`src/hw/rtl/frp_pkg.sv`:
```
// frp_pkg: shared types and codes for the feature record parser.
// Used by frp_parse, frp_out and feature_record_parser. No dependencies.
`timescale 1ns / 1ps

package frp_pkg;

  // Parse phases
  localparam logic [3:0] PH_HEADER     = 4'd0;
  localparam logic [3:0] PH_RIDGE      = 4'd1;
  localparam logic [3:0] PH_MASKED     = 4'd2;
  localparam logic [3:0] PH_SCORE      = 4'd3;
  localparam logic [3:0] PH_MINCNT     = 4'd4;
  localparam logic [3:0] PH_MIN        = 4'd5;
  localparam logic [3:0] PH_DARKCNT    = 4'd6;
  localparam logic [3:0] PH_DARK       = 4'd7;
  localparam logic [3:0] PH_BRIGHTCNT  = 4'd8;
  localparam logic [3:0] PH_BRIGHT     = 4'd9;
  localparam logic [3:0] PH_DONE       = 4'd10;
  localparam logic [3:0] PH_ERROR      = 4'd11;

  // Result kinds
  localparam logic [2:0] KIND_DIMS     = 3'd0;
  localparam logic [2:0] KIND_RIDGE    = 3'd1;
  localparam logic [2:0] KIND_MASKED   = 3'd2;
  localparam logic [2:0] KIND_SCORE    = 3'd3;
  localparam logic [2:0] KIND_MINUTIA  = 3'd4;
  localparam logic [2:0] KIND_DARK     = 3'd5;
  localparam logic [2:0] KIND_BRIGHT   = 3'd6;
  localparam logic [2:0] KIND_STATUS   = 3'd7;

  // Status codes
  localparam logic [1:0] ST_OK         = 2'd0;
  localparam logic [1:0] ST_BAD_DIMS   = 2'd1;
  localparam logic [1:0] ST_TRUNCATED  = 2'd2;
  localparam logic [1:0] ST_OVER_AREA  = 2'd3;

  // Field sizes and the collection window
  localparam int FIELD_MAX     = 34;
  localparam int WIN_W         = FIELD_MAX * 8;
  localparam logic [5:0] SZ_WORD     = 6'd4;
  localparam logic [5:0] SZ_MINUTIA  = 6'd10;
  localparam logic [5:0] SZ_KEYPOINT = 6'd34;

  typedef struct packed {
    logic [2:0]         kind;
    logic signed [15:0] x_value;
    logic signed [15:0] y_value;
    logic [31:0]        word_value;
    logic signed [15:0] pattern_or_orientation;
    logic [7:0]         kp_scale;
    logic signed [7:0]  kp_polarity;
    logic [63:0]        descriptor_low;
    logic [63:0]        descriptor_mid;
    logic [63:0]        descriptor_high;
    logic [1:0]         status;
    logic               last;
  } frp_result_t;

  // What one accepted byte produces: an optional data item, then an optional status
  typedef struct packed {
    logic        item_valid;
    frp_result_t item;
    logic        status_valid;
    logic [1:0]  status_code;
  } frp_step_t;

endpackage

```
`src/hw/rtl/feature_record_parser.sv`:
```
// feature_record_parser: top level of the streaming feature record parser.
// Depends on frp_pkg, frp_parse and frp_out.
//
//   channel | direction | handshake            | payload
//   --------+-----------+----------------------+---------------------------------------
//   in      | into blk  | in_valid / in_ready  | data_byte, end_of_record
//   out     | from blk  | out_valid / out_ready| kind, x/y_value, word_value, keypoint
//           |           |                      | fields, descriptors, status, last
//
// One record byte per cycle while in_ready is high. Each accepted byte goes through
// one pass of decode logic and lands in the result stage the next cycle; a valid
// header, plane word, score or list entry gives a data transaction, and the final
// byte adds a status transaction behind it. The result stage holds two entries, so
// a byte that yields both a data item and a status item fills it; in_ready drops
// only then, or while out_ready is low with a result pending.
// Reset (rst, synchronous) returns the parse state to the header and empties the
// result stage; there is no clearing pass.
`timescale 1ns / 1ps

module feature_record_parser
  import frp_pkg::*;
#(
  parameter int MAX_SIDE = 1024
) (
  input  logic               clk,
  input  logic               rst,
  // byte stream
  input  logic               in_valid,
  output logic               in_ready,
  input  logic [7:0]         data_byte,
  input  logic               end_of_record,
  // result stream
  output logic               out_valid,
  input  logic               out_ready,
  output logic [2:0]         kind,
  output logic signed [15:0] x_value,
  output logic signed [15:0] y_value,
  output logic [31:0]        word_value,
  output logic signed [15:0] pattern_or_orientation,
  output logic [7:0]         kp_scale,
  output logic signed [7:0]  kp_polarity,
  output logic [63:0]        descriptor_low,
  output logic [63:0]        descriptor_mid,
  output logic [63:0]        descriptor_high,
  output logic [1:0]         status,
  output logic               last
);

  logic        accept;
  logic        space;
  frp_step_t   step;
  frp_result_t result;

  // Accept a byte transaction only when the result stage can take its results
  assign in_ready = space;
  assign accept   = in_valid && space;

  frp_parse #(
    .MAX_SIDE (MAX_SIDE)
  ) u_parse (
    .clk           (clk),
    .rst           (rst),
    .accept        (accept),
    .data_byte     (data_byte),
    .end_of_record (end_of_record),
    .step          (step)
  );

  frp_out u_out (
    .clk       (clk),
    .rst       (rst),
    .accept    (accept),
    .step      (step),
    .space     (space),
    .out_valid (out_valid),
    .out_ready (out_ready),
    .result    (result)
  );

  // Fan the held result out to the payload ports
  assign kind                   = result.kind;
  assign x_value                = result.x_value;
  assign y_value                = result.y_value;
  assign word_value             = result.word_value;
  assign pattern_or_orientation = result.pattern_or_orientation;
  assign kp_scale               = result.kp_scale;
  assign kp_polarity            = result.kp_polarity;
  assign descriptor_low         = result.descriptor_low;
  assign descriptor_mid         = result.descriptor_mid;
  assign descriptor_high        = result.descriptor_high;
  assign status                 = result.status;
  assign last                   = result.last;

endmodule

```
`src/hw/rtl/frp_parse.sv`:
```
// frp_parse: byte collection window, parse state and field decode.
// Depends on frp_pkg.
`timescale 1ns / 1ps

module frp_parse
  import frp_pkg::*;
#(
  parameter int MAX_SIDE = 1024
) (
  input  logic       clk,
  input  logic       rst,
  input  logic       accept,
  input  logic [7:0] data_byte,
  input  logic       end_of_record,
  output frp_step_t  step
);

  localparam int SIDE_W = $clog2(MAX_SIDE + 1);
  localparam int RW_W   = $clog2((MAX_SIDE + 31) / 32 + 1);
  localparam int AREA_W = 2 * SIDE_W;

  // Parse state
  logic [3:0]        phase, phase_next;
  logic [5:0]        field_count, field_count_next;
  logic [AREA_W-1:0] pixel_area, pixel_area_next;
  logic [AREA_W-1:0] plane_count, plane_count_next;
  logic [AREA_W-1:0] items_left, items_left_next;
  logic [1:0]        error_code, error_code_next;

  // Byte shift line: newest byte at the top, a completed field sits at the top end
  logic [WIN_W-1:0]  shreg;
  logic [WIN_W-1:0]  win;

  logic              active;
  logic [5:0]        cnt_inc;
  logic [5:0]        field_size;
  logic              field_done;

  logic [15:0]       hdr_w, hdr_h;
  logic [SIDE_W-1:0] side_w, side_h;
  logic [16:0]       rw_full;
  logic [RW_W-1:0]   rw;
  logic [31:0]       word_top;
  logic [31:0]       count_val;
  logic [AREA_W-1:0] items_dec;
  frp_result_t       item;

  assign win    = {data_byte, shreg[WIN_W-1:8]};
  assign active = (phase < PH_DONE);

  assign hdr_w    = win[30*8 +: 16];
  assign hdr_h    = win[32*8 +: 16];
  assign side_w   = hdr_w[SIDE_W-1:0];
  assign side_h   = hdr_h[SIDE_W-1:0];
  assign rw_full  = ({1'b0, hdr_w} + 17'd31) >> 5;
  assign rw       = rw_full[RW_W-1:0];
  assign word_top = win[30*8 +: 32];
  assign count_val = word_top;
  assign items_dec = (items_left != '0) ? items_left - 1'b1 : items_left;
  assign cnt_inc   = field_count + 1'b1;

  always_comb begin
    unique case (phase)
      PH_MIN:              field_size = SZ_MINUTIA;
      PH_DARK, PH_BRIGHT:  field_size = SZ_KEYPOINT;
      default:             field_size = SZ_WORD;
    endcase
  end

  assign field_done = active && (cnt_inc >= field_size);

  always_comb begin
    phase_next       = phase;
    field_count_next = field_count;
    pixel_area_next  = pixel_area;
    plane_count_next = plane_count;
    items_left_next  = items_left;
    error_code_next  = error_code;
    item             = '0;
    step             = '0;

    if (accept) begin
      if (active) begin
        field_count_next = field_done ? 6'd0 : cnt_inc;
      end
      if (field_done) begin
        unique case (phase)
          PH_HEADER: begin
            if (hdr_w == 16'd0 || hdr_h == 16'd0 ||
                {1'b0, hdr_w} > 17'(MAX_SIDE) || {1'b0, hdr_h} > 17'(MAX_SIDE)) begin
              error_code_next = ST_BAD_DIMS;
              phase_next      = PH_ERROR;
            end else begin
              pixel_area_next  = AREA_W'(side_w) * AREA_W'(side_h);
              plane_count_next = AREA_W'(rw) * AREA_W'(side_h);
              items_left_next  = AREA_W'(rw) * AREA_W'(side_h);
              item.kind        = KIND_DIMS;
              item.x_value     = $signed(hdr_w);
              item.y_value     = $signed(hdr_h);
              step.item_valid  = 1'b1;
              phase_next       = PH_RIDGE;
            end
          end
          PH_RIDGE, PH_MASKED: begin
            item.kind       = (phase == PH_RIDGE) ? KIND_RIDGE : KIND_MASKED;
            item.word_value = word_top;
            step.item_valid = 1'b1;
            items_left_next = items_dec;
            if (items_dec == '0) begin
              if (phase == PH_RIDGE) begin
                items_left_next = plane_count;
                phase_next      = PH_MASKED;
              end else begin
                phase_next = PH_SCORE;
              end
            end
          end
          PH_SCORE: begin
            item.kind       = KIND_SCORE;
            item.word_value = word_top;
            step.item_valid = 1'b1;
            phase_next      = PH_MINCNT;
          end
          PH_MINCNT, PH_DARKCNT, PH_BRIGHTCNT: begin
            if (count_val > 32'(pixel_area)) begin
              error_code_next = ST_OVER_AREA;
              phase_next      = PH_ERROR;
            end else begin
              items_left_next = count_val[AREA_W-1:0];
              // empty list skips straight to the next count, or to done after the bright count
              phase_next = (count_val == 32'd0) ? phase + 4'd2 : phase + 4'd1;
            end
          end
          PH_MIN: begin
            item.kind                   = KIND_MINUTIA;
            item.x_value                = $signed(win[24*8 +: 16]);
            item.y_value                = $signed(win[26*8 +: 16]);
            item.word_value             = win[28*8 +: 32];
            item.pattern_or_orientation = $signed(win[32*8 +: 16]);
            step.item_valid             = 1'b1;
            items_left_next             = items_dec;
            if (items_dec == '0) begin
              phase_next = phase + 4'd1;
            end
          end
          PH_DARK, PH_BRIGHT: begin
            item.kind                   = (phase == PH_DARK) ? KIND_DARK : KIND_BRIGHT;
            item.x_value                = $signed(win[2*8 +: 16]);
            item.y_value                = $signed(win[4*8 +: 16]);
            item.kp_scale               = win[6*8 +: 8];
            item.kp_polarity            = $signed(win[7*8 +: 8]);
            item.pattern_or_orientation = $signed(win[8*8 +: 16]);
            item.descriptor_low         = win[10*8 +: 64];
            item.descriptor_mid         = win[18*8 +: 64];
            item.descriptor_high        = win[26*8 +: 64];
            step.item_valid             = 1'b1;
            items_left_next             = items_dec;
            if (items_dec == '0) begin
              phase_next = phase + 4'd1;
            end
          end
          default: begin
          end
        endcase
      end

      if (end_of_record) begin
        step.status_valid = 1'b1;
        if (error_code_next == ST_OK && phase_next != PH_DONE) begin
          step.status_code = ST_TRUNCATED;
        end else begin
          step.status_code = error_code_next;
        end
        // back to the start of a new record
        phase_next       = PH_HEADER;
        field_count_next = 6'd0;
        pixel_area_next  = '0;
        plane_count_next = '0;
        items_left_next  = '0;
        error_code_next  = ST_OK;
      end
    end
    step.item = item;
  end

  always_ff @(posedge clk) begin
    if (rst) begin
      phase       <= PH_HEADER;
      field_count <= 6'd0;
      pixel_area  <= '0;
      plane_count <= '0;
      items_left  <= '0;
      error_code  <= ST_OK;
    end else begin
      phase       <= phase_next;
      field_count <= field_count_next;
      pixel_area  <= pixel_area_next;
      plane_count <= plane_count_next;
      items_left  <= items_left_next;
      error_code  <= error_code_next;
    end
  end

  always_ff @(posedge clk) begin
    if (accept && active) begin
      shreg <= win;
    end
  end

  a_end_clears: assert property (@(posedge clk) disable iff (rst)
    accept && end_of_record |=> phase == PH_HEADER && field_count == 6'd0)
    else $error("parse state not cleared after final byte");

  a_count_range: assert property (@(posedge clk) disable iff (rst)
    field_count < 6'(FIELD_MAX))
    else $error("field byte count out of range");

  a_error_coded: assert property (@(posedge clk) disable iff (rst)
    phase == PH_ERROR |-> error_code != ST_OK)
    else $error("error phase without error code");

endmodule

```
`src/hw/rtl/frp_out.sv`:
```
// frp_out: result stage holding one data item and one status item.
// Depends on frp_pkg.
`timescale 1ns / 1ps

module frp_out
  import frp_pkg::*;
(
  input  logic        clk,
  input  logic        rst,
  input  logic        accept,
  input  frp_step_t   step,
  output logic        space,
  output logic        out_valid,
  input  logic        out_ready,
  output frp_result_t result
);

  logic        item_held;
  logic        status_held;
  frp_result_t item_reg;
  logic [1:0]  status_reg;
  frp_result_t status_item;

  // Take a new step when the stage is empty, or holds one entry that leaves now
  assign space = (!item_held && !status_held) ||
                 (out_ready && (item_held != status_held));

  always_comb begin
    status_item        = '0;
    status_item.kind   = KIND_STATUS;
    status_item.status = status_reg;
    status_item.last   = 1'b1;
  end

  assign out_valid = item_held || status_held;
  assign result    = item_held ? item_reg : status_item;

  always_ff @(posedge clk) begin
    if (rst) begin
      item_held   <= 1'b0;
      status_held <= 1'b0;
    end else if (accept) begin
      item_held   <= step.item_valid;
      status_held <= step.status_valid;
    end else if (out_valid && out_ready) begin
      if (item_held) begin
        item_held <= 1'b0;
      end else begin
        status_held <= 1'b0;
      end
    end
  end

  always_ff @(posedge clk) begin
    if (accept) begin
      item_reg   <= step.item;
      status_reg <= step.status_code;
    end
  end

  a_full_blocks: assert property (@(posedge clk) disable iff (rst)
    item_held && status_held |-> !space)
    else $error("stage full but accepting");

  a_step_lands: assert property (@(posedge clk) disable iff (rst)
    accept && (step.item_valid || step.status_valid) |=> out_valid)
    else $error("accepted step produced no pending result");

  a_status_last: assert property (@(posedge clk) disable iff (rst)
    out_valid |-> (result.last == (result.kind == KIND_STATUS)))
    else $error("last flag does not match status kind");

endmodule

```
`config.mk`:
```
export PLATFORM = sky130hd
export DESIGN_NAME = feature_record_parser
export DESIGN_NICKNAME = d
export VERILOG_FILES = /design/src/hw/rtl/frp_pkg.sv /design/src/hw/rtl/feature_record_parser.sv /design/src/hw/rtl/frp_parse.sv /design/src/hw/rtl/frp_out.sv
export SDC_FILE = /design/constraint.sdc
export NUM_CORES = 1
export LEC_CHECK = 0
export ABC_AREA = 1
export ABC_CLOCK_PERIOD_IN_PS = 32000
export BUFFER_PORTS_ARGS = -buffer_cell sky130_fd_sc_hd__buf_2
export CAP_MARGIN = 10
export CORE_MARGIN = 1
export CORE_UTILIZATION = 60
export DETAILED_ROUTE_END_ITERATION = 10
export GPL_TIMING_DRIVEN = 0
export PLACE_DENSITY_LB_ADDON = 0.12
export SETUP_SLACK_MARGIN = 0.15
export SYNTH_ARGS = -nofsm -noshare
export SYNTH_HDL_FRONTEND = slang
export SYNTH_HIERARCHICAL = 1
export SYNTH_SLANG_ARGS = --single-unit
```
`constraint.sdc`:
```
create_clock -name clk -period 32 [get_ports clk]
set_clock_uncertainty 0.1 [all_clocks]
set_input_delay 3.2 -clock clk [delete_from_list [all_inputs] [get_ports clk]]
set_output_delay 3.2 -clock clk [all_outputs]
set_load 0.02 [all_outputs]
```
==> results.md, run 1 <==
- The leakage power of the design is 18.3 nW.
- The HPWL after detailed placement is 69900 microns.
- Of the post-synthesis cell area, the part taken by muxes is 0.
- The first global-routing pass estimated 139000 microns of wire.
- Yosys mapped the design onto 59 distinct sky130hd cell types.
- The synthesized design contains 544 enable-type register cells.
- Of the total synthesized cell area, the portion taken by XOR and XNOR cells is 0.00754.
- For the worst-skew pair, the clock arrives at the later sink with an insertion delay of 0.64 ns.
- The number of gates resized after CTS was 0.
- The DRC violations left is 0.
- The number of setup buffers added after CTS is 0.
- The flip-flop cell with the highest count after synthesis is sky130_fd_sc_hd__edfxtp_1.
- The ratio of cells with drive above 1 in the final layout is 0.133.
- The power after layout is 2.87 mW.
- The hold violation count in the final report came to 0.
- Setup repair after global routing left no endpoint under its margin.
- The worst setup path startpoint is data_byte[0].
- At the pin with the least slew margin, the transition time is 0.907 ns.
- Power spread over the standard cell area amounts to 74.5 mW/mm^2.
- For this design, the sink count on the clock tree is 619.
- The cell at the slowest stage of the critical path is sky130_fd_sc_hd__clkbuf_1.
- The max-capacitance violation count is 0.
- The final count of pins violating max slew is 0.
- For the worst setup path, the data arrival time is 8.93 ns.
- The aggregate global-route resource usage is 0.328.
- From bottom edge to top edge, the die measures 239 microns.
- The number of cells on the worst reg-to-reg path is 29.
- The horizontal die dimension is 239 microns.
- The final layout contains routed wiring with a total length of 92800 microns.
- The run finished with clean final reports.
- The hold buffer count at CTS is 0.
- The launch point of the worst hold path is u_parse/shreg[41].
- In this run, CTS created clock tree buffers numbering 60.
- The signed area change from the synthesized netlist to the final layout is 14.2%.
- The net count of the finished layout is 4230.
- The count of port buffers added during placement is 308.
- The floorplan has 86 rows.
- The cell count after synthesis came out at 3597.
- Pin placement for this block handled 309 I/O pins.
- STA puts the critical path data required time at 32.39 ns.
- A synthesized cell averages 9.37 sq um.
- The deepest clock path buffer count is 3.
- The first routing iteration left 2656 violations.
- The detail route stage leaves a number of antenna-violating nets equal to 0.
- The largest family of logic cells by synthesized area is simple AND/OR/NAND/NOR gates.
- The cell area that synthesis handed to floorplanning was 0.0337 sq mm.
- On the final layout, the worst hold slack is 0.329 ns.
- Dividing the detail-routed wire length by the instance count gives 19.4 microns.
- Before antenna repair, the detailed router went through 6 iterations.
- The endpoint identified for the worst register-to-register timing path is u_parse/items_left[13].
- Entering global routing, the biggest net connects 132 pins.
- The final route contains 25833 vias.
- The initial antenna violation count is 1.
- The routed via count divided by cell count is 5.41.
- The final setup violation count is 0.
- Routability-driven placement finished with a final weighted congestion of 0.935.
- IR analysis of the VDD net gives a maximum drop of 0.0937 mV.
- The worst hold path passes through 0 cells.
- The die area is 0.0571 sq mm.
- The clock tree root buffer cell is sky130_fd_sc_hd__clkbuf_16.
- In this run the standard cell core region covers 0.0553 sq mm.
- Of all flip-flops after synthesis, the portion carrying an async set or reset was 0.
- Of the total synthesized cell area, the portion taken by full adders, half adders and majority gates is 0.114.
- The share of the cycle needed by the critical path after routing is 0.267.
- The final global-route overflow total is 0.
- For this configuration, the core starts out at a cell density of 0.609.
- The element type at the critical path start is an input port.
- The worst-case hold path end point is u_parse/shreg[33].
- The area share of and/or/nand/nor cells after synthesis is 0.182.
- The register with the most flip-flops in the layout has 294 of them.
- The warning count from the yosys run is 6.
- In this run the register-to-register setup slack is 25.06 ns.
- In this run the worst path has a maximum fanout of 10.
- The share of the Yosys chip area taken by registers is 0.529.
- The worst path needs 8.53 ns of the cycle, external delays included.
- The startpoint of the worst-slack reg-to-reg timing path is u_parse/shreg[252].
- The compound-gate portion of the synthesized area is 0.0638.
- The maximum clock rate is 117 MHz.
- Counting flops and latches in the post-synthesis netlist gives 619.
- TritonCTS built the clock tree.
- The clock transition time at the flip-flop clock pins of the worst setup and hold paths is 0.06 ns.
- The maximum level of the CTS H-tree is 2.
- On the worst path, the slowest cell contributes a delay of 0.64 ns.
- The critical path in this run is classified as input port to flop.
- The path class of the tightest hold or removal check is flop to flop.
- The endpoint kind of the worst setup timing path is a flop.
- In this run the tightest slew margin relative to its limit is 0.395.
- The via count of the first global-routing pass is 24068.
[per-stage QoR]
stage	instances	utilization	setup slack [ns]	setup TNS, ns	instance area [sq um]
after detailed placement	4666	0.659	22.90	0	36400
after CTS	4778	0.696	23.56	0	38500
final	4779	0.696	23.47	0	38500
after global routing	4778	0.696	23.21	0	38500
after global placement	4655	0.654	-3.20	-667.64	36200
after floorplan	3599	-	8.41	0	33700
[kinds of logic after synthesis]
logic type / after synthesis
flip-flops: 619
XOR/XNOR: 29
AND/OR/NAND/NOR: 1511
adder cells (fa/ha/maj): 237
buffers and inverters: 840
AO/OA/AOI/OAI: 360
other: 1
[cell usage in the layout (no fill, tap or decap), types with 6 or more instances in the layout]
cell	netlist	layout
sky130_fd_sc_hd__nand2_1	946	946
sky130_fd_sc_hd__inv_1	667	666
sky130_fd_sc_hd__edfxtp_1	544	544
sky130_fd_sc_hd__nor2_1	373	372
sky130_fd_sc_hd__buf_2	10	318
sky130_fd_sc_hd__a21oi_1	160	160
sky130_fd_sc_hd__ha_1	120	120
sky130_fd_sc_hd__fa_1	117	117
sky130_fd_sc_hd__clkbuf_1	96	107
sky130_fd_sc_hd__nand3_1	79	79
sky130_fd_sc_hd__dfxtp_1	75	75
sky130_fd_sc_hd__clkbuf_16	0	63
sky130_fd_sc_hd__o21ai_0	63	63
sky130_fd_sc_hd__a22oi_1	48	48
sky130_fd_sc_hd__nor3_1	33	33
sky130_fd_sc_hd__buf_6	31	31
sky130_fd_sc_hd__o21ai_1	22	22
sky130_fd_sc_hd__xor2_1	21	21
sky130_fd_sc_hd__o32ai_1	16	16
sky130_fd_sc_hd__nand4_1	15	15
sky130_fd_sc_hd__clkinv_1	3	14
sky130_fd_sc_hd__nor2_2	14	14
sky130_fd_sc_hd__nand2_2	14	14
sky130_fd_sc_hd__clkinv_2	1	13
sky130_fd_sc_hd__buf_1	13	13
sky130_fd_sc_hd__or2_2	10	10
sky130_fd_sc_hd__o211ai_1	10	10
sky130_fd_sc_hd__inv_2	9	9
sky130_fd_sc_hd__clkbuf_8	6	8
sky130_fd_sc_hd__nor2_4	7	8
sky130_fd_sc_hd__xnor2_1	8	8
sky130_fd_sc_hd__bufinv_16	0	7
sky130_fd_sc_hd__buf_12	0	7
sky130_fd_sc_hd__nand3b_1	6	6
sky130_fd_sc_hd__a21oi_2	6	6
[area by class of cell]
cell class	count	area [sq um]
Multi-Input combinational cell	2140	12400
Tap cell	748	936
Timing Repair Buffer	319	1790
Fill cell	4394	16800
Inverter	681	2570
Antenna cell	1	2.50
Clock inverter	36	394
Sequential cell	619	17800
Buffer	159	913
Clock buffer	76	1650
[where the power goes]
| part | leakage, nW | switching, mW | internal, mW |
|---|---|---|---|
| registers | 5.95 | 0.0538 | 0.975 |
| logic | 11.3 | 0.730 | 0.378 |
| clock network | 0.997 | 0.307 | 0.421 |
[worst max-delay path, delay by kind of cell]
family	cells	cell delay, ns
AOI/OAI and AO/OA	6	0.85
adders and majority gates	6	2.61
buffers and inverters	8	1.57
and+or+nand+nor	6	0.66
[cell usage after synthesis, types with 13 or more instances]
cell type                  number  area, sq um
sky130_fd_sc_hd__nand2_1      946         3550
sky130_fd_sc_hd__inv_1        667         2500
sky130_fd_sc_hd__edfxtp_1     544        16300
sky130_fd_sc_hd__nor2_1       373         1400
sky130_fd_sc_hd__a21oi_1      160          801
sky130_fd_sc_hd__ha_1         120         1500
sky130_fd_sc_hd__fa_1         117         2340
sky130_fd_sc_hd__clkbuf_1      96          360
sky130_fd_sc_hd__nand3_1       79          395
sky130_fd_sc_hd__dfxtp_1       75         1500
sky130_fd_sc_hd__o21ai_0       63          315
sky130_fd_sc_hd__a22oi_1       48          360
sky130_fd_sc_hd__nor3_1        33          165
sky130_fd_sc_hd__buf_6         31          349
sky130_fd_sc_hd__o21ai_1       22          110
sky130_fd_sc_hd__xor2_1        21          184
sky130_fd_sc_hd__o32ai_1       16          140
sky130_fd_sc_hd__nand4_1       15         93.8
sky130_fd_sc_hd__nand2_2       14         87.6
sky130_fd_sc_hd__nor2_2        14         87.6
sky130_fd_sc_hd__buf_1         13         48.8
[worst max path at each step]
stage / cells past startpoint / endpoint / slack, ns
final: 26 / u_parse/pixel_area[20] / 23.47
after global routing: 24 / u_parse/pixel_area[20] / 23.21
after CTS: 26 / u_parse/pixel_area[20] / 23.56
after detailed placement: 26 / u_parse/pixel_area[20] / 22.90
after global placement: 15 / u_parse/plane_count[3] / -3.20
after floorplan: 14 / u_parse/plane_count[14] / 8.41
[layer usage]
| layer | vias up | share of wire | track usage |
|---|---|---|---|
| li1 | 12151 | - | - |
| met1 | 12240 | 0.39 | 0.431 |
| met2 | 1223 | 0.48 | 0.542 |
| met3 | 219 | 0.088 | 0.0522 |
| met4 | 0 | 0.046 | 0.143 |
| met5 | - | 0 | 0 |
Note: power is estimated with default switching activity, not from simulation.
==> inputs of run 2 (changes only) <==
--- a/config.mk
+++ b/config.mk
@@ -5,12 +5,12 @@
 export SDC_FILE = /design/constraint.sdc
 export NUM_CORES = 1
 export LEC_CHECK = 0
-export ABC_AREA = 1
-export ABC_CLOCK_PERIOD_IN_PS = 32000
+export ABC_AREA = 0
+export ABC_CLOCK_PERIOD_IN_PS = 7050
 export BUFFER_PORTS_ARGS = -buffer_cell sky130_fd_sc_hd__buf_2
 export CAP_MARGIN = 10
 export CORE_MARGIN = 1
-export CORE_UTILIZATION = 60
+export CORE_UTILIZATION = 54
 export DETAILED_ROUTE_END_ITERATION = 10
 export GPL_TIMING_DRIVEN = 0
 export PLACE_DENSITY_LB_ADDON = 0.12
==> constraint.sdc (replaced) <==
create_clock -name clk -period 7.05 [get_ports clk]
set_clock_uncertainty 0.1 [all_clocks]
set_input_delay 0.705 -clock clk [delete_from_list [all_inputs] [get_ports clk]]
set_output_delay 0.705 -clock clk [all_outputs]
set_load 0.02 [all_outputs]
==> results.md, run 2 <==
- The share of the cycle needed by the critical path after routing is 0.945.
- The fraction of synthesis flops using an asynchronous set or reset pin is 0 (unchanged).
- For this run, the top clock speed supported by timing is 150 MHz.
- The floorplan core area came to 0.0591 sq mm (+6.9%).
- The HPWL after detailed placement is 68300 microns (-2.2%).
- The count of state elements after synthesis is 619 (unchanged).
- The hold buffer count at CTS came to 0 (unchanged).
- By area the synthesized netlist is led by sky130_fd_sc_hd__edfxtp_1 50%, sky130_fd_sc_hd__fa_1 7.2%, sky130_fd_sc_hd__and2_1 6.8%.
- The ratio of cells with drive above 1 in the final layout is 0.155 (+0.0213).
- The critical path goes through clkbuf_1 -> and2_1 -> fa_1 -> fa_1 -> fa_1 -> fa_1 -> inv_1 -> fa_1 -> inv_1 -> ha_1 -> and3_1 -> nand3_1 -> o21ai_0 -> a41oi_1 -> a211o_1 -> o21ai_0 -> a31oi_1 -> or4_1 -> nand3_1.
- The area taken by flip-flops and latches is 0.0178 sq mm (about the same).
- The family of cells with the greatest summed delay on the critical path is adder cells.
- The effective utilization at floorplan came to 0.547 (-0.0619).
- The maximum number of pins on one net before global-route repair is 79 (-40%).
- The warning count from the yosys run is 6 (unchanged).
- The deepest clock path buffer count came to 3 (unchanged).
- The initial antenna violation count is 1 (unchanged).
- The clock sink count is 619 (unchanged).
- The total iterations of the first detailed-routing run is 11 (+5).
- The weighted congestion reported at the end of routability-driven placement is 0.913 (-2.3%).
- Among the stages of the critical path, the cell type that occurs most often is sky130_fd_sc_hd__fa_1.
- The mean instance size in the synthesized netlist is 11.8 sq um (+26%).
- The flip-flop count of the largest register after layout is 294 (unchanged).
- The worst-case reg-to-reg path depth is 19 (-34%).
- The share of the core filled with cells in the final layout is 0.630 (-0.0658).
- The count of port buffers added during placement was 308 (unchanged).
- The clock period minus worst slack is 6.66 ns.
- The cell at the slowest stage of the critical path is sky130_fd_sc_hd__edfxtp_1.
- The total standard cell area after synthesis came to 0.0324 sq mm (-4.0%).
- The run finished, with violations left.
- The hold-critical path depth came to 2 (+2).
- The worst-case headroom to the max-slew limit came to 0.148 (-0.248).
- In this run the most critical hold path is launched from rst.
- The number of enable-type register cells in the synthesized netlist was 544 (unchanged).
- The endpoint kind of the worst setup timing path is a flop.
- The area occupied by multi-input gates was 0.0130 sq mm (+4.5%).
- The net count reported at finish is 3372 (-20%).
- The aggregate routed wire length was 92500 microns (-0.36%).
- The number of cells in the finished layout apart from fillers was 3946 (-17%).
- The proportion of netlist area held by the largest area contributor is 0.505 (+0.0200).
- The endpoint arrival time on the critical path is 7.13 ns (-1.80 ns).
- Clock tree synthesis selected as its root buffer the cell sky130_fd_sc_hd__clkbuf_16.
- In this run the worst setup path begins at u_parse/shreg[269].
- The instance count after placement with tap cells included came to 3832 (-18%).
- The number of logic stages on the critical path including buffering was 19 (-27%).
- The number of top-level pins was 309 (unchanged).
- Compared with the post-synthesis result, the final layout area differs by 15.1%.
- The die area is 0.0609 sq mm (+6.7%).
- The aggregate global-route resource usage was 0.305 (-0.0235).
- The global-route wire length before repair came to 137000 microns (-1.9%).
- The path class of the tightest hold or removal check is input port to flop.
- The final setup violation count came to 0 (unchanged).
- The count of routing violations after the opening detailed-route iteration is 2132 (-20%).
- The routed via count divided by cell count is 5.84 (+8.0%).
- The remaining antenna violation count is 0 (unchanged).
- The checks that failed: design-rule violations.
- Leaving out fill and tap cells, the most frequent cell in the layout is sky130_fd_sc_hd__edfxtp_1.
- The routed wire length per instance came to 23.4 microns (+21%).
- The via count of the first global-routing pass came to 22535 (-6.4%).
- The maximum VDD drop is 0.213 mV (+130%).
- The setup slack at placement is 0.0715 ns (-22.83 ns).
- The sequential cell area fraction in the yosys report came to 0.551 (+0.0218).
- The DRC violations left was 112 (+112).
- The horizontal die dimension is 247 microns (+3.3%).
- The power density over the cells is 273 mW/mm^2 (+270%).
- The count of vias placed by the detailed router is 23030 (-11%).
- In the synthesized netlist, the cells that appear most often are 544 x sky130_fd_sc_hd__edfxtp_1, 354 x sky130_fd_sc_hd__and2_1, 214 x sky130_fd_sc_hd__and3_1.
- The max-capacitance violation count is 0 (unchanged).
- The largest incremental delay on the critical path is 0.83 ns (+0.19 ns).
- The accumulated negative setup slack is 0 ns (unchanged).
- The buffers plus inverters on the worst setup path is 3 (-5).
- The post-route worst setup slack is 0.390 ns (-23.08 ns).
- The most common cell in the synthesized netlist is sky130_fd_sc_hd__edfxtp_1.
- The count of distinct cell types in the synthesized netlist was 82 (+39%).
- The final count of pins violating max slew is 0 (unchanged).
- In the layout the commonest cells are 544 x sky130_fd_sc_hd__edfxtp_1, 353 x sky130_fd_sc_hd__and2_1, 318 x sky130_fd_sc_hd__buf_2.
- The required arrival time at the worst endpoint is 7.52 ns (-24.87 ns).
- The worst hold margin came to 0.229 ns (-0.100 ns).
- The hold violation count in the final report is 0 (unchanged).
- The leakage power of the design is 16.1 nW (-12%).
- The placement row count is 89 (+3.5%).
- The worst setup path is launched from a flop.
- The transition at the pin with the smallest max-transition slack came to 1.28 ns (+0.372 ns).
- The cell type with the highest aggregate area in the netlist is sky130_fd_sc_hd__edfxtp_1.
- The maximum level of the CTS H-tree is 2 (unchanged).
- The final global-route overflow total is 0 (unchanged).
- The post-CTS setup-driven buffer insertion count is 0 (unchanged).
- The number of buffers added by the clock tree synthesis step was 60 (unchanged).
- The instance count of the mapped netlist was 2738 (-24%).
- The later-pin clock latency in the skew report is 0.63 ns (about the same).
- In this run the critical register-to-register path is launched from u_parse/shreg[269].
- The number of fill cells is 4655 (+5.9%).
- The die height came to 247 microns (+3.3%).
- The largest fanout on the critical path came to 10 (unchanged).
- The clock tree from TritonCTS is yes.
- The clock transition time at the flip-flop clock pins of the worst setup and hold paths is 0.07 ns (about the same).
- The critical setup path kind is flop to flop.
- Setup repair after global routing left no endpoint under its margin.
- For this run, the leading register cell type out of synthesis is sky130_fd_sc_hd__edfxtp_1.
[run 2: cells by family after synthesis]
kind of cell | count (synthesis) | share of synthesized area
AO/OA/AOI/OAI | 362 | 0.0807
XOR/XNOR | 52 | 0.0141
adder cells (fa/ha/maj) | 237 | 0.119
buffers and inverters | 398 | 0.0494
flip-flops | 619 | 0.551
multiplexers | 8 | 0.00255
other | 1 | 0.000116
AND/OR/NAND/NOR | 1061 | 0.183
[run 2: per-layer routing]
metal  vias to the layer above  GRT usage  routed length, microns
met3                       210     0.0533                    7770
met5                         -          0                      13
li1                      10418          -                       -
met1                     11367      0.395                   36100
met4                         2      0.122                    3860
met2                      1033      0.508                   44700
[run 2: through the flow]
step	total power [mW]	cell area (sq um)
2_1_floorplan	6.22	32400
3_3_place_gp	6.84	34900
3_5_place_dp	6.87	35200
4_1_cts	10.2	37200
5_1_grt	10.7	37300
6_report	10.2	37300
[run 2: report_power, final]
| part | leakage [nW] | internal (mW) | switching (mW) |
|---|---|---|---|
| logic | 9.10 | 0.989 | 1.52 |
| registers | 6.04 | 4.20 | 0.127 |
| clock network | 0.994 | 1.98 | 1.38 |
[run 2: final cells by class]
class | count | area share
antenna | 2 | 0.000134
buffer | 189 | 0.0223
clock buffer | 74 | 0.0420
clock inverter | 37 | 0.0134
inverter | 209 | 0.0212
multi-input combinational | 1723 | 0.348
sequential | 619 | 0.479
tap | 773 | 0.0260
timing repair buffer | 320 | 0.0485
[run 2: what timing repair did]
item,4_1_cts,5_1_grt
setup endpoints to repair,1,6
endpoints found under the hold margin,0,0
resized for setup,2,15
pin swaps,0,0
[run 2: worst register-to-register path: stages (launching register included)]
cell and delay, ns:
sky130_fd_sc_hd__edfxtp_1 0.83, sky130_fd_sc_hd__clkbuf_1 0.77, sky130_fd_sc_hd__and2_1 0.27, sky130_fd_sc_hd__fa_1 0.43
sky130_fd_sc_hd__fa_1 0.58, sky130_fd_sc_hd__fa_1 0.43, sky130_fd_sc_hd__fa_1 0.51, sky130_fd_sc_hd__inv_1 0.05
sky130_fd_sc_hd__fa_1 0.47, sky130_fd_sc_hd__inv_1 0.04, sky130_fd_sc_hd__ha_1 0.33, sky130_fd_sc_hd__and3_1 0.24
sky130_fd_sc_hd__nand3_1 0.09, sky130_fd_sc_hd__o21ai_0 0.08, sky130_fd_sc_hd__a41oi_1 0.09, sky130_fd_sc_hd__a211o_1 0.32
sky130_fd_sc_hd__o21ai_0 0.30, sky130_fd_sc_hd__a31oi_1 0.17, sky130_fd_sc_hd__or4_1 0.42, sky130_fd_sc_hd__nand3_1 0.09
[run 2: path summary, 6_finish.rpt]
check	endpoint	slack (ns)
setup / recovery	u_parse/pixel_area[20]	0.39
hold reg to reg	u_parse/shreg[119]	0.34
setup reg to reg	u_parse/pixel_area[20]	0.39
hold / removal	u_out/item_held	0.23
